## config.mk

```make
export PLATFORM = sky130hd
export DESIGN_NAME = bmhq_ctrl
export DESIGN_NICKNAME = d
export VERILOG_FILES = /design/src/hdl/bmhq_pkg.sv /design/src/hdl/bmhq_ctrl.sv
export SDC_FILE = /design/constraint.sdc
export NUM_CORES = 1
export LEC_CHECK = 0
export BUFFER_PORTS_ARGS = -buffer_cell sky130_fd_sc_hd__buf_2
export CAP_MARGIN = 20
export CORE_AREA = 2 2 39 41
export DETAILED_ROUTE_END_ITERATION = 8
export DIE_AREA = 0 0 41 43
export GPL_TIMING_DRIVEN = 0
export SLEW_MARGIN = 20
export SYNTH_ARGS = -nofsm -noshare
export SYNTH_HDL_FRONTEND = slang
export SYNTH_SLANG_ARGS = --single-unit
```

## constraint.sdc

```tcl
create_clock -name aclk -period 2.3 [get_ports aclk]
set_input_delay 0.23 -clock aclk [delete_from_list [all_inputs] [get_ports aclk]]
set_output_delay 0.23 -clock aclk [all_outputs]
set_load 0.05 [all_outputs]
```

## src/hdl/bmhq_pkg.sv

```systemverilog
package bmhq_pkg;

    // Heap geometry
    localparam int CAPACITY     = 64;
    localparam int PAYLOAD_BITS = 32;
    localparam int ADDR_W       = $clog2(CAPACITY);
    localparam int CNT_W        = $clog2(CAPACITY + 1);
    localparam int CHILD_W      = ADDR_W + 2;

    // Field widths on the ports
    localparam int KIND_W      = 2;
    localparam int STATUS_W    = 2;
    localparam int KEY_W       = 64;
    localparam int PAY_IO_W    = 32;
    localparam int CNT_IO_W    = 7;
    localparam int ENTRY_W     = KEY_W + PAYLOAD_BITS;
    localparam int IN_DATA_W   = KEY_W + PAY_IO_W;
    localparam int OUT_DATA_W  = 2 * KEY_W + 2 * PAY_IO_W + 1 + CNT_IO_W;

    // Operation codes
    localparam logic [KIND_W-1:0] KIND_PUSH  = 2'd0;
    localparam logic [KIND_W-1:0] KIND_POP   = 2'd1;
    localparam logic [KIND_W-1:0] KIND_CLEAR = 2'd2;

    // Result status codes
    localparam logic [STATUS_W-1:0] STATUS_OK    = 2'd0;
    localparam logic [STATUS_W-1:0] STATUS_FULL  = 2'd1;
    localparam logic [STATUS_W-1:0] STATUS_EMPTY = 2'd2;

    typedef enum logic [2:0] {
        ST_IDLE,
        ST_UP_ISSUE,
        ST_UP_CMP,
        ST_DN_LOAD,
        ST_DN_ISSUE,
        ST_DN_CMP,
        ST_DONE
    } state_t;

    typedef enum logic [3:0] {
        CMD_NONE,
        CMD_PUSH_START,
        CMD_REJECT_FULL,
        CMD_REJECT_EMPTY,
        CMD_CLEAR,
        CMD_NOP,
        CMD_POP_START,
        CMD_WRITE_E,
        CMD_UP_READ,
        CMD_UP_STEP,
        CMD_DN_LOAD,
        CMD_DN_READ,
        CMD_DN_STEP,
        CMD_DELIVER
    } cmd_t;

    typedef struct packed {
        logic full;
        logic empty;
        logic last_one;
        logic pos_zero;
        logic up_move;
        logic dn_move;
    } dp_status_t;

endpackage

```

## src/hdl/bmhq_ctrl.sv

```systemverilog
module bmhq_ctrl (
    input  logic                          aclk,
    input  logic                          aresetn,
    input  logic                          s_tvalid,
    output logic                          s_tready,
    input  logic [bmhq_pkg::KIND_W-1:0]   s_kind,
    output logic                          m_tvalid,
    input  logic                          m_tready,
    input  bmhq_pkg::dp_status_t          dp_status,
    output bmhq_pkg::cmd_t                cmd
);
    import bmhq_pkg::*;

    state_t state_reg, state_next;
    logic   m_valid_reg, m_valid_next;

    always_ff @(posedge aclk) begin
        if (!aresetn) begin
            state_reg   <= ST_IDLE;
            m_valid_reg <= 1'b0;
        end else begin
            state_reg   <= state_next;
            m_valid_reg <= m_valid_next;
        end
    end

    always_comb begin
        state_next = state_reg;
        cmd        = CMD_NONE;
        s_tready   = 1'b0;

        unique case (state_reg)
            ST_IDLE: begin
                s_tready = 1'b1;
                if (s_tvalid) begin
                    unique case (s_kind)
                        KIND_PUSH: begin
                            if (dp_status.full) begin
                                cmd        = CMD_REJECT_FULL;
                                state_next = ST_DONE;
                            end else begin
                                cmd        = CMD_PUSH_START;
                                state_next = ST_UP_ISSUE;
                            end
                        end
                        KIND_POP: begin
                            if (dp_status.empty) begin
                                cmd        = CMD_REJECT_EMPTY;
                                state_next = ST_DONE;
                            end else begin
                                cmd        = CMD_POP_START;
                                state_next = dp_status.last_one ? ST_DONE : ST_DN_LOAD;
                            end
                        end
                        KIND_CLEAR: begin
                            cmd        = CMD_CLEAR;
                            state_next = ST_DONE;
                        end
                        default: begin
                            cmd        = CMD_NOP;
                            state_next = ST_DONE;
                        end
                    endcase
                end
            end
            ST_UP_ISSUE: begin
                if (dp_status.pos_zero) begin
                    cmd        = CMD_WRITE_E;
                    state_next = ST_DONE;
                end else begin
                    cmd        = CMD_UP_READ;
                    state_next = ST_UP_CMP;
                end
            end
            ST_UP_CMP: begin
                cmd        = CMD_UP_STEP;
                state_next = dp_status.up_move ? ST_UP_ISSUE : ST_DONE;
            end
            ST_DN_LOAD: begin
                cmd        = CMD_DN_LOAD;
                state_next = ST_DN_ISSUE;
            end
            ST_DN_ISSUE: begin
                cmd        = CMD_DN_READ;
                state_next = ST_DN_CMP;
            end
            ST_DN_CMP: begin
                cmd        = CMD_DN_STEP;
                state_next = dp_status.dn_move ? ST_DN_ISSUE : ST_DONE;
            end
            ST_DONE: begin
                if (!m_valid_reg || m_tready) begin
                    cmd        = CMD_DELIVER;
                    state_next = ST_IDLE;
                end
            end
            default: begin
                state_next = ST_IDLE;
            end
        endcase
    end

    always_comb begin
        m_valid_next = m_valid_reg;
        if (cmd == CMD_DELIVER) begin
            m_valid_next = 1'b1;
        end else if (m_tready) begin
            m_valid_next = 1'b0;
        end
    end

    assign m_tvalid = m_valid_reg;

endmodule

```

==> summary by stage, run 1 <==
Timing
The timing-limited maximum frequency is 478 MHz. The ratio of final minimum period to clock period is 90.9%. Setup repair after global routing left no endpoint under its margin.

Setup violations remaining at the end of the flow were counted as 0. The measured slew at the worst slew-check pin is 354 ps. The clock tree skew after final layout is 1.39 ps. Subtracting the final worst setup slack from the clock period gives approximately 2100 ps. The worst hold slack is about 290 ps. In the post-route analysis, the smallest setup slack over all paths is approximately 210 ps.

The count of pins over their slew limit is 0. Measured against its own limit, the worst slew margin works out to 76.1%. The number of hold violations in the final report is 0. For the final routed database, the setup TNS stands at 0 ps.

Critical path
The worst setup path is of the reg -> out kind. The highest-delay cell along the critical path is or4b_4. The setup slack of the most critical reg-to-reg path is 950 ps. The critical register-to-register path startpoint is state_reg[0]$_SDFFE_PN0P_. The required time of the critical path is 2070 ps. The type of destination of the critical path is an output port. The worst stage delay on the critical path is 550 ps.

The worst register-to-register path ends at state_reg[2]$_SDFFE_PN0P_. The largest driver fanout on the critical path is 4. STA classifies the critical path startpoint as a flip-flop. Walking the worst path, the cells encountered are or4b_4 -> or3_1 -> o311ai_1 -> buf_2. Data on the critical path arrives at its endpoint at roughly 1900 ps. The worst reg2reg path depth is 4.

Global routing
The initial antenna violation count came to 0. The via count of the first global-routing pass is 359. The first-pass GRT wire length is 1440 um.

The overall global routing resource usage is a little under an eighth. The pin count of the biggest net entering global routing is 11. The overflow left after global routing is 0.

Layout
The final standard cell utilization of the core is 36.7%. The number of flip-flops in the largest register is 3. The fraction of layout cells with a size suffix above 1 is 31.9%.

The net count reported at finish is 86. Compared with the post-synthesis result, the final layout area differs by 33.6%. The total inserted antenna cells is 0.

Min path
The source of the worst hold timing path is aresetn. Along the worst hold path, the cell count comes to 2. The destination of the worst hold path is m_tvalid$_SDFFE_PN0P_. The tightest min-delay check is of the in -> reg type.

Synth
The average cell area after synthesis is 7.31 um2. The synthesized net count is 64. The number of storage elements in the synthesis netlist is 4. The cell area that synthesis handed to floorplanning was ~380 um2. The count of distinct cell types in the synthesized netlist is 29. The cell count after synthesis is 52. During synthesis, Yosys emitted a total of 0 warnings. Summing the sequential cell areas from Yosys gives roughly a fifth of the chip area.

Power and ir drop
For this design the ratio of total power to cell area is about 1600 mW/mm2. The highest ir drop seen on vdd is 521 uV. The combinational group share of total power is 75.3%.

The design internal power is between 0.0003 and 0.0004 W. In this run the power spent charging and discharging nets is 0.000463 W. The static leakage power is between 0.2 and 0.25 nW. Of the total power, the share spent switching nets is 58.2%. The part of the power in the clock network is 10.6%.

Summing internal, switching and leakage power gives 0.000795 W. Sequential cells burn between 10 and 15% of the power.

Job
Max-cap violations in this run came to 0.

Route
The wire length on met1 is about 490 um. The number of remaining DRC errors is 0. The mean routed wirelength per cell is ~11 um. The via density per instance is 5.11. Signal routing reaches up to met3. Wire segments on met2 add up to just over 400 um in the final route. The count of nets left with antenna violations once routing finished came out at 0.

The first routing iteration left 12 violations. The wire length on met3 is 102 um. Before antenna repair, the detailed router went through 4 iterations. Wires add up to 1010 um.

The total vias in the final route is 450.

Floorplan
Measured along the x axis, the die boundary spans 41 um. The initial core utilization is a little over a quarter. The die is approximately 43 um tall. 18 I/O pins were placed. The core region area is 0.00138 mm2.

The die covers 0.00176 mm2. After floorplanning, the core was divided into 14 placement rows.

Clock tree
The clock latency of the later-clocked register in the worst-skew pair is 230 ps. The number of buffers created by CTS is 3. The TritonCTS clock tree is built. The number of clock sinks is 4.

The maximum level of the CTS H-tree is 1. The total of hold buffers inserted after clock tree synthesis is 0. The post-CTS resize count is 0. Buffers added to address setup during post-CTS repair amount to 0. The clock slew at the register clock pins of the worst setup and hold paths is 40 ps.

CTS placed an instance of clkbuf_4 at the clock tree root. The longest clock path from root to sink contains 2 buffers.

Placed design
The placement-stage worst setup slack is 450 ps. The number of buffers inserted by port buffering is 17. Once detailed placement completed, the half-perimeter wirelength came to 806 um. The congestion estimate from routability-driven global placement came to 0.795.

Run status
The run finished with clean final reports.
-- power by group through the flow --
stage          registers (W)  clock network (W)  logic, W
6_report            0.000112          0.0000839  0.000599
5_1_grt             0.000114          0.0000959  0.000637
4_1_cts             0.000111          0.0000890  0.000600
3_5_place_dp        0.000113                  0  0.000597
3_3_place_gp        0.000112                  0  0.000599
2_1_floorplan       0.000115                  0  0.000472
-- cells in the mapped netlist --
| library cell | instances | share of area (%) |
|---|---|---|
| buf_2 | 2 | 2.6 |
| inv_1 | 3 | 3.0 |
| nor4_1 | 1 | 1.6 |
| a21oi_1 | 4 | 5.3 |
| o311ai_0 | 1 | 2.3 |
| o22ai_1 | 1 | 1.6 |
| o311ai_1 | 1 | 2.3 |
| and2_1 | 1 | 1.6 |
| nor2b_1 | 5 | 8.2 |
| nand3_1 | 1 | 1.3 |
| o221ai_1 | 1 | 2.3 |
| or4b_4 | 1 | 3.6 |
| o21ai_0 | 5 | 6.6 |
| nor3_1 | 1 | 1.3 |
| nand3b_1 | 1 | 2.0 |
| a211oi_1 | 1 | 2.0 |
| a21boi_0 | 1 | 2.0 |
| dfxtp_1 | 4 | 21 |
| a221oi_1 | 1 | 2.3 |
| nor4b_1 | 1 | 2.3 |
| o211ai_1 | 1 | 2.0 |
| o311a_1 | 2 | 5.3 |
| clkbuf_1 | 1 | 0.99 |
| and4_1 | 1 | 2.3 |
| nand2_1 | 3 | 3.0 |
| or3_1 | 2 | 3.3 |
| nor2_1 | 2 | 2.0 |
| nand2b_1 | 2 | 3.3 |
| a311o_1 | 1 | 2.6 |
-- stage by stage --
stage,area (um2),instances
after CTS,508,88
after global placement,485,85
after floorplan,380,52
after global routing,508,88
final,508,88
after detailed placement,485,85
-- layout by cell type, fill, tap and decap left out, types with 3 or more instances in the layout --
| master | n |
|---|---|
| buf_2 | 19 |
| nor2b_1 | 5 |
| o21ai_0 | 5 |
| a21oi_1 | 4 |
| dfxtp_1 | 4 |
| inv_1 | 3 |
| nand2_1 | 3 |
| clkbuf_4 | 3 |
-- worst max-delay path by stage --
| stage | startpoint | end | slack, ps | cells after the start |
|---|---|---|---|---|
| 2_1_floorplan | state_reg[0]$_SDFFE_PN0P_ | state_reg[2]$_SDFFE_PN0P_ | 90 | 4 |
| 3_3_place_gp | state_reg[1]$_SDFFE_PN0P_ | cmd[1] | 440 | 4 |
| 3_5_place_dp | state_reg[1]$_SDFFE_PN0P_ | cmd[1] | 450 | 4 |
| 4_1_cts | state_reg[1]$_SDFFE_PN0P_ | cmd[1] | 200 | 4 |
| 5_1_grt | state_reg[1]$_SDFFE_PN0P_ | cmd[1] | 120 | 4 |
| 6_report | state_reg[1]$_SDFFE_PN0P_ | cmd[1] | 210 | 4 |
-- critical path: cells and delay by family (launching register included) --
kind / cells / cell delay, ps
compound gates: 1 / 90
buf+inv: 1 / 310
flops: 1 / 320
simple gates: 2 / 910
-- layout make-up --
cell class	count	area [um2]
well taps	16	20.0
fillers	163	876
inverters	3	11.3
clock buffers	3	22.5
flip-flops and latches	4	80.1
plain buffers	3	13.8
repair buffers	17	85.1
multi-input cells	42	275
-- layer usage --
| layer | global-route usage, % | vias to the layer above |
|---|---|---|
| met5 | 0 | - |
| met4 | 4.00 | 0 |
| met3 | 4.71 | 0 |
| met2 | 15.6 | 21 |
| met1 | 17.4 | 189 |
| li1 | - | 240 |
-- cell families after synthesis --
| family | share of synthesized area (%) |
|---|---|
| AOI/OAI and AO/OA | 36.5 |
| and+or+nand+nor | 35.9 |
| buffers and inverters | 6.58 |
| DFF | 21.1 |
Power figures use the tool's default switching activity.
==> inputs of run 2 (changes only) <==
--- a/config.mk
+++ b/config.mk
@@ -11,6 +11,7 @@
 export DETAILED_ROUTE_END_ITERATION = 8
 export DIE_AREA = 0 0 41 43
 export GPL_TIMING_DRIVEN = 0
+export RECOVER_POWER = 25
 export SLEW_MARGIN = 20
 export SYNTH_ARGS = -nofsm -noshare
 export SYNTH_HDL_FRONTEND = slang
==> summary by stage, run 2 (synthesis gave the netlist of run 1 again) <==
Run status
The flow ran to the end, and the final reports show no timing, DRC or antenna violations.

Layout
The area used by multi-input combinational logic is between 200 and 300 um2. The register with the most flip-flops in the layout has 3 of them. The library cells used most frequently in the layout, excluding fill and tap cells, are 18 x buf_2, 5 x nor2b_1, 5 x o21ai_0, 4 x a21oi_1, 4 x dfxtp_1. The flip-flop and latch area is 80.1 um2. The library cell used most frequently in the layout, excluding fill and tap cells, is buf_2. The total inserted antenna cells is 0. The area added between synthesis and finish is 33.2%. The net count of the finished layout is 86. The final cell count without fillers is 88.

The fraction of layout cells with a size suffix above 1 is 30.6%. The number of filler cells placed in the layout is 164.

Critical path
In this run the worst path has a maximum fanout of 4. The signal on the critical path passes through or4b_4 -> or3_1 -> o311ai_1 -> buf_2. The critical path class is reg -> out.

The required time of the critical path is slightly above 2000 ps. The slowest stage of the critical path is the or4b_4 cell. The worst setup path is launched from a flip-flop. Data arrives at the worst endpoint at 1860 ps.

The type of destination of the critical path is an output port. The worst stage delay on the critical path is between 500 and 600 ps.

Clock tree
The worst-case clock buffer depth is 2. After clock tree synthesis, the setup repair step added 0 buffers. The number of clock sinks is 4. The number of buffers created by CTS is 3. The clock slew at the register clock pins of the worst setup and hold paths is 40 ps.

After clock tree synthesis, the flow added hold-fix buffers numbering 0. The TritonCTS clock tree is built. CTS built an H-tree with a depth of 1.

The clock latency of the later-clocked register in the worst-skew pair is ~230 ps. Once the clock tree was built, the resizer swapped 0 gates to a different size. The clock tree root buffer cell is clkbuf_4.

Timing
The final worst slack is 209 ps. The total setup violations reported at the end of the flow is 0. The clock tree skew after final layout is 1.39 ps. Summed over all failing endpoints, the final setup total negative slack is 0 ps. The routed design could run at a clock period as short as about 2100 ps. The timing-limited maximum frequency is 478 MHz.

The count of pins over their slew limit is 0. Setup repair after global routing left no endpoint under its margin. In the finished design, the share of the clock period the worst path needs comes to 90.9%.

The number of hold violations in the final report came to 0. The max-slew headroom at the worst pin is 61.1%. For the pin with the worst max-slew slack, the measured transition is 587 ps.

Min path
The path class of the tightest hold or removal check is in -> reg.

Route
For this run, design rule violations remaining after detail routing come to 0. Summed over all layers, the routed wires come to between 1000 and 1500 um. Dividing the detail-routed via count by the number of cells gives between 5 and 6. The first detailed-routing pass ran for 4 iterations. The total vias in the final route is 450. In the final routed layout, each cell accounts on average for between 10 and 15 um.

The initial DRC count is 12. The count of nets left with antenna violations after detail routing is 0.

Floorplan
The height of the die is 43 um. The core region area is 0.00138 mm2. In this run the core area contains 14 standard-cell rows. The width of the chip is a little over 40 um.

The total die area is around 0.0018 mm2. The initial utilization of the core area, before any placement, comes to 27.5%. In this run the count of I/O pins placed on the die edge is 18.

Power and ir drop
Across the VDD grid, the largest voltage drop is 521 uV. The total power divided by cell area is around 1600 mW/mm2. The analysis attributes to cell leakage a power of 0.208 nW.

Global routing
The overflow left after global routing is 0. Across every metal layer, demand over resource in global routing totals 11.9%. The first global-routing pass estimated 1440 um of wire. The initial antenna violation count is 0. The pin count of the biggest net entering global routing is 11.

The via count of the first global-routing pass is 359.

Placed design
The wire-length estimate of the detail-placed layout is 806 um. Before CTS, the worst setup slack after placement is 450 ps. The number of buffers inserted by port buffering is 17. The cell count after placement is 85. The placer congestion estimate is 0.795.

Job
The max-capacitance violation count is 0.
[run 2: where the power goes]
group / leakage [nW] / switching, W / internal, W
combinational: 0.161 / 0.000419 / 0.000180
sequential: 0.0329 / 0.0000186 / 0.0000938
clock: 0.0138 / 0.0000257 / 0.0000582
[run 2: path summary, 6_finish.rpt]
| check | startpoint | cells past startpoint | end | slack, ps |
|---|---|---|---|---|
| setup / recovery | state_reg[1]$_SDFFE_PN0P_ | 4 | cmd[1] | 210 |
| hold / removal | aresetn | 2 | m_tvalid$_SDFFE_PN0P_ | 290 |
| setup reg to reg | state_reg[0]$_SDFFE_PN0P_ | 4 | state_reg[2]$_SDFFE_PN0P_ | 950 |
| hold reg to reg | m_tvalid$_SDFFE_PN0P_ | 2 | m_tvalid$_SDFFE_PN0P_ | 550 |
[run 2: layout make-up]
cell class	instances	area share, %
inverters	3	2.22
clock buffers	3	4.44
well taps	16	3.95
plain buffers	3	2.72
repair buffers	17	16.5
flip-flops and latches	4	15.8
multi-input cells	42	54.3
[run 2: metrics by stage]
stage          cell area (um2)  util, %  total power (W)  hold slack (ps)
4_1_cts                    508     36.7         0.000800              280
5_1_grt                    507     36.6         0.000846              281
3_3_place_gp               485     35.1         0.000711              518
3_5_place_dp               485     35.1         0.000710              517
6_report                   507     36.6         0.000794              285
2_1_floorplan              380        -         0.000588              380
[run 2: layer usage]
metal	up-vias	GRT usage, %	part of all wire (%)
met5	-	0	0
met4	0	4.00	0
met3	0	4.71	10
met2	21	15.6	41
met1	189	17.4	49
li1	240	-	-
[run 2: critical path: cells and delay by family, from the launching register on]
kind | cells | cell delay (ps)
and+or+nand+nor | 2 | 910
DFF | 1 | 320
buffers and inverters | 1 | 310
AOI/OAI and AO/OA | 1 | 90
==> inputs of run 3 (changes only) <==
--- a/config.mk
+++ b/config.mk
@@ -7,9 +7,10 @@
 export LEC_CHECK = 0
 export BUFFER_PORTS_ARGS = -buffer_cell sky130_fd_sc_hd__buf_2
 export CAP_MARGIN = 20
-export CORE_AREA = 2 2 39 41
+export CORE_AREA = 4 4 41 43
+export CTS_CLUSTER_DIAMETER = 80
 export DETAILED_ROUTE_END_ITERATION = 8
-export DIE_AREA = 0 0 41 43
+export DIE_AREA = 0 0 45 47
 export GPL_TIMING_DRIVEN = 0
 export RECOVER_POWER = 25
 export SLEW_MARGIN = 20
==> summary by stage, run 3 (synthesis gave the netlist of run 1 again) <==
Critical path
The type of destination of the critical path is an output port. The startpoint kind of the worst setup timing path is a flip-flop. The worst setup path is of the reg -> out kind.

Of all nets on the critical path, the largest fanout is 4. The required time of the critical path is 2070 ps. The worst stage delay on the critical path is approximately 550 ps. The critical path data arrival time is 1850 ps. Walking the worst path, the cells encountered are or4b_4 -> or3_1 -> o311ai_1 -> buf_2. The highest-delay cell along the critical path is or4b_4. The number of buffers and inverters on the critical path is 1. On the critical path the largest part of the delay comes from simple AND/OR/NAND/NOR gates.

Timing
Setup repair after global routing left no endpoint under its margin. The clock arrives with 2.02 ps of skew. The timing-limited maximum frequency is 480 MHz. The post-route setup TNS is 0 ps. The worst pin sits at a relative slew slack of about three fifths.

Dividing the final minimum period by the clock period gives 90.6%. The number of hold violations in the final report came to 0. Setup violations remaining at the end of the flow were counted as 0. The count of pins over their slew limit is 0. For the pin with the worst max-slew slack, the measured transition is 592 ps. Across all setup checks in the final design, the least slack found is about 220 ps. The shortest period the worst path allows is 2080 ps.

Global routing
Global routing consumed, over all layers together, 10.7% of the routing resources. Entering global routing, the biggest net connects 11 pins. The first-pass GRT wire length is 1590 um. The total overflow left after global routing is 0. The initial antenna violation count came to 0. The via count of the first global-routing pass is 388.

Power and ir drop
The total power divided by cell area is 1580 mW/mm2. In this run the static leakage power is about 0.21 nW. The part of the power in the clock network is 10.5%.

The highest ir drop seen on vdd is 605 uV. Net switching is 58.4% of the power. Summing internal, switching and leakage power gives 0.000798 W. In this run, the combinational gates consume 75.5% of the power.

The design internal power is 0.000332 W. The net switching power figure is around 0.00047 W. The register share of total power is 14.0%.

Layout
The total inserted antenna cells is 0. The net count reported at finish is 86. The number of flip-flops in the largest register is 3. From synthesis to final layout, the design area changed by 32.9%. The flip-flop and latch area is 80.1 um2. The library cells used most frequently in the layout, excluding fill and tap cells, are 18 x buf_2, 5 x nor2b_1, 5 x o21ai_0, 4 x a21oi_1, 4 x dfxtp_1. The fraction of layout cells with a size suffix above 1 is 30.6%. Cells fill 38.8% of the core in the end. The most common cell after layout, fill and taps aside is buf_2. The multi-input combinational cells in the finished layout cover a total of between 200 and 300 um2. The number of filler cells placed in the layout is roughly 150.

Clock tree
The clock tree root buffer cell is clkbuf_4. The number of buffers created by CTS is 3. The post-CTS resize count is 0. For this design, the sink count on the clock tree is 4. The number of hold buffers added after CTS was 0. The worst-case clock buffer depth is 2. TritonCTS built the clock tree. The maximum level of the CTS H-tree is 1. Clock-pin slew was measured on the worst setup and hold paths at roughly 40 ps.

Post-CTS timing repair inserted 0 buffers for setup. The clock latency of the later-clocked register in the worst-skew pair is ~230 ps.

Route
In the routed design, unresolved DRC markers number 0. The total vias in the final route is roughly 480. In the final routed layout, each cell accounts on average for 11.9 um. Once detail routing completed, the nets flagged for antenna violations numbered 0. The routed wire length is 1040 um. The via density per instance is 5.55. The count of TritonRoute iterations in the first routing pass is 4. The initial DRC count is 12.

Min path
The worst hold path belongs to the class in -> reg.

Floorplan
The die covers 0.00212 mm2. The cell row count is 13. The floorplan step set the die width to 45 um. The initial utilization of the core area, before any placement, comes to 29.2%. The top-level port count is 18. After floorplanning, the core was sized to cover 0.00130 mm2. The height of the die is roughly 47 um.

Job
The tool flagged a number of max-cap violations equal to 0.

Placed design
The placement-stage worst setup slack is between 400 and 500 ps. The number of buffers inserted by port buffering is 17. The placer congestion estimate is 0.861. After legalization and detailed placement, the total HPWL measured 850 um.

Run status
The run finished with clean final reports.
[run 3: area by class of cell]
class                      instances  share of cell area [%]
timing repair buffer              17                    16.6
inverter                           3                    2.23
sequential                         4                    15.8
buffer                             3                    2.72
tap                               15                    3.71
clock buffer                       3                    4.46
multi-input combinational         42                    54.5
[run 3: per-stage QoR]
step	instance area (um2)	hold slack, ps	std cells
finish	505	287	87
global route	505	293	87
CTS	507	280	87
detailed placement	484	517	84
global placement	484	520	84
floorplan	380	380	52
[run 3: power groups by stage]
stage / sequential (W) / combinational, W / clock, W
6_report: 0.000111 / 0.000602 / 0.0000839
2_1_floorplan: 0.000115 / 0.000472 / 0
5_1_grt: 0.000115 / 0.000644 / 0.0000938
3_3_place_gp: 0.000113 / 0.000601 / 0
4_1_cts: 0.000112 / 0.000602 / 0.0000890
3_5_place_dp: 0.000113 / 0.000600 / 0
[run 3: path summary, 6_finish.rpt]
kind / from / to / slack [ps] / cells past startpoint
setup / recovery: state_reg[1]$_SDFFE_PN0P_ / cmd[1] / 220 / 4
setup reg to reg: state_reg[0]$_SDFFE_PN0P_ / state_reg[2]$_SDFFE_PN0P_ / 930 / 4
hold / removal: aresetn / m_tvalid$_SDFFE_PN0P_ / 290 / 2
hold reg to reg: m_tvalid$_SDFFE_PN0P_ / m_tvalid$_SDFFE_PN0P_ / 560 / 2
[run 3: worst reg2reg max path, stage by stage, from the launching register on]
cell      delay, ps
dfxtp_1         320
clkbuf_1        310
nor3_1          150
o311a_1         140
o311a_1         330
[run 3: layer usage]
metal  global-route usage [%]  vias to the layer above  part of all wire [%]
met5                        0                        -                     0
met4                     3.51                        0                     0
met3                     6.13                        0                    10
met2                     16.4                       26                    46
met1                     12.7                      215                    44
li1                         -                      242                     -
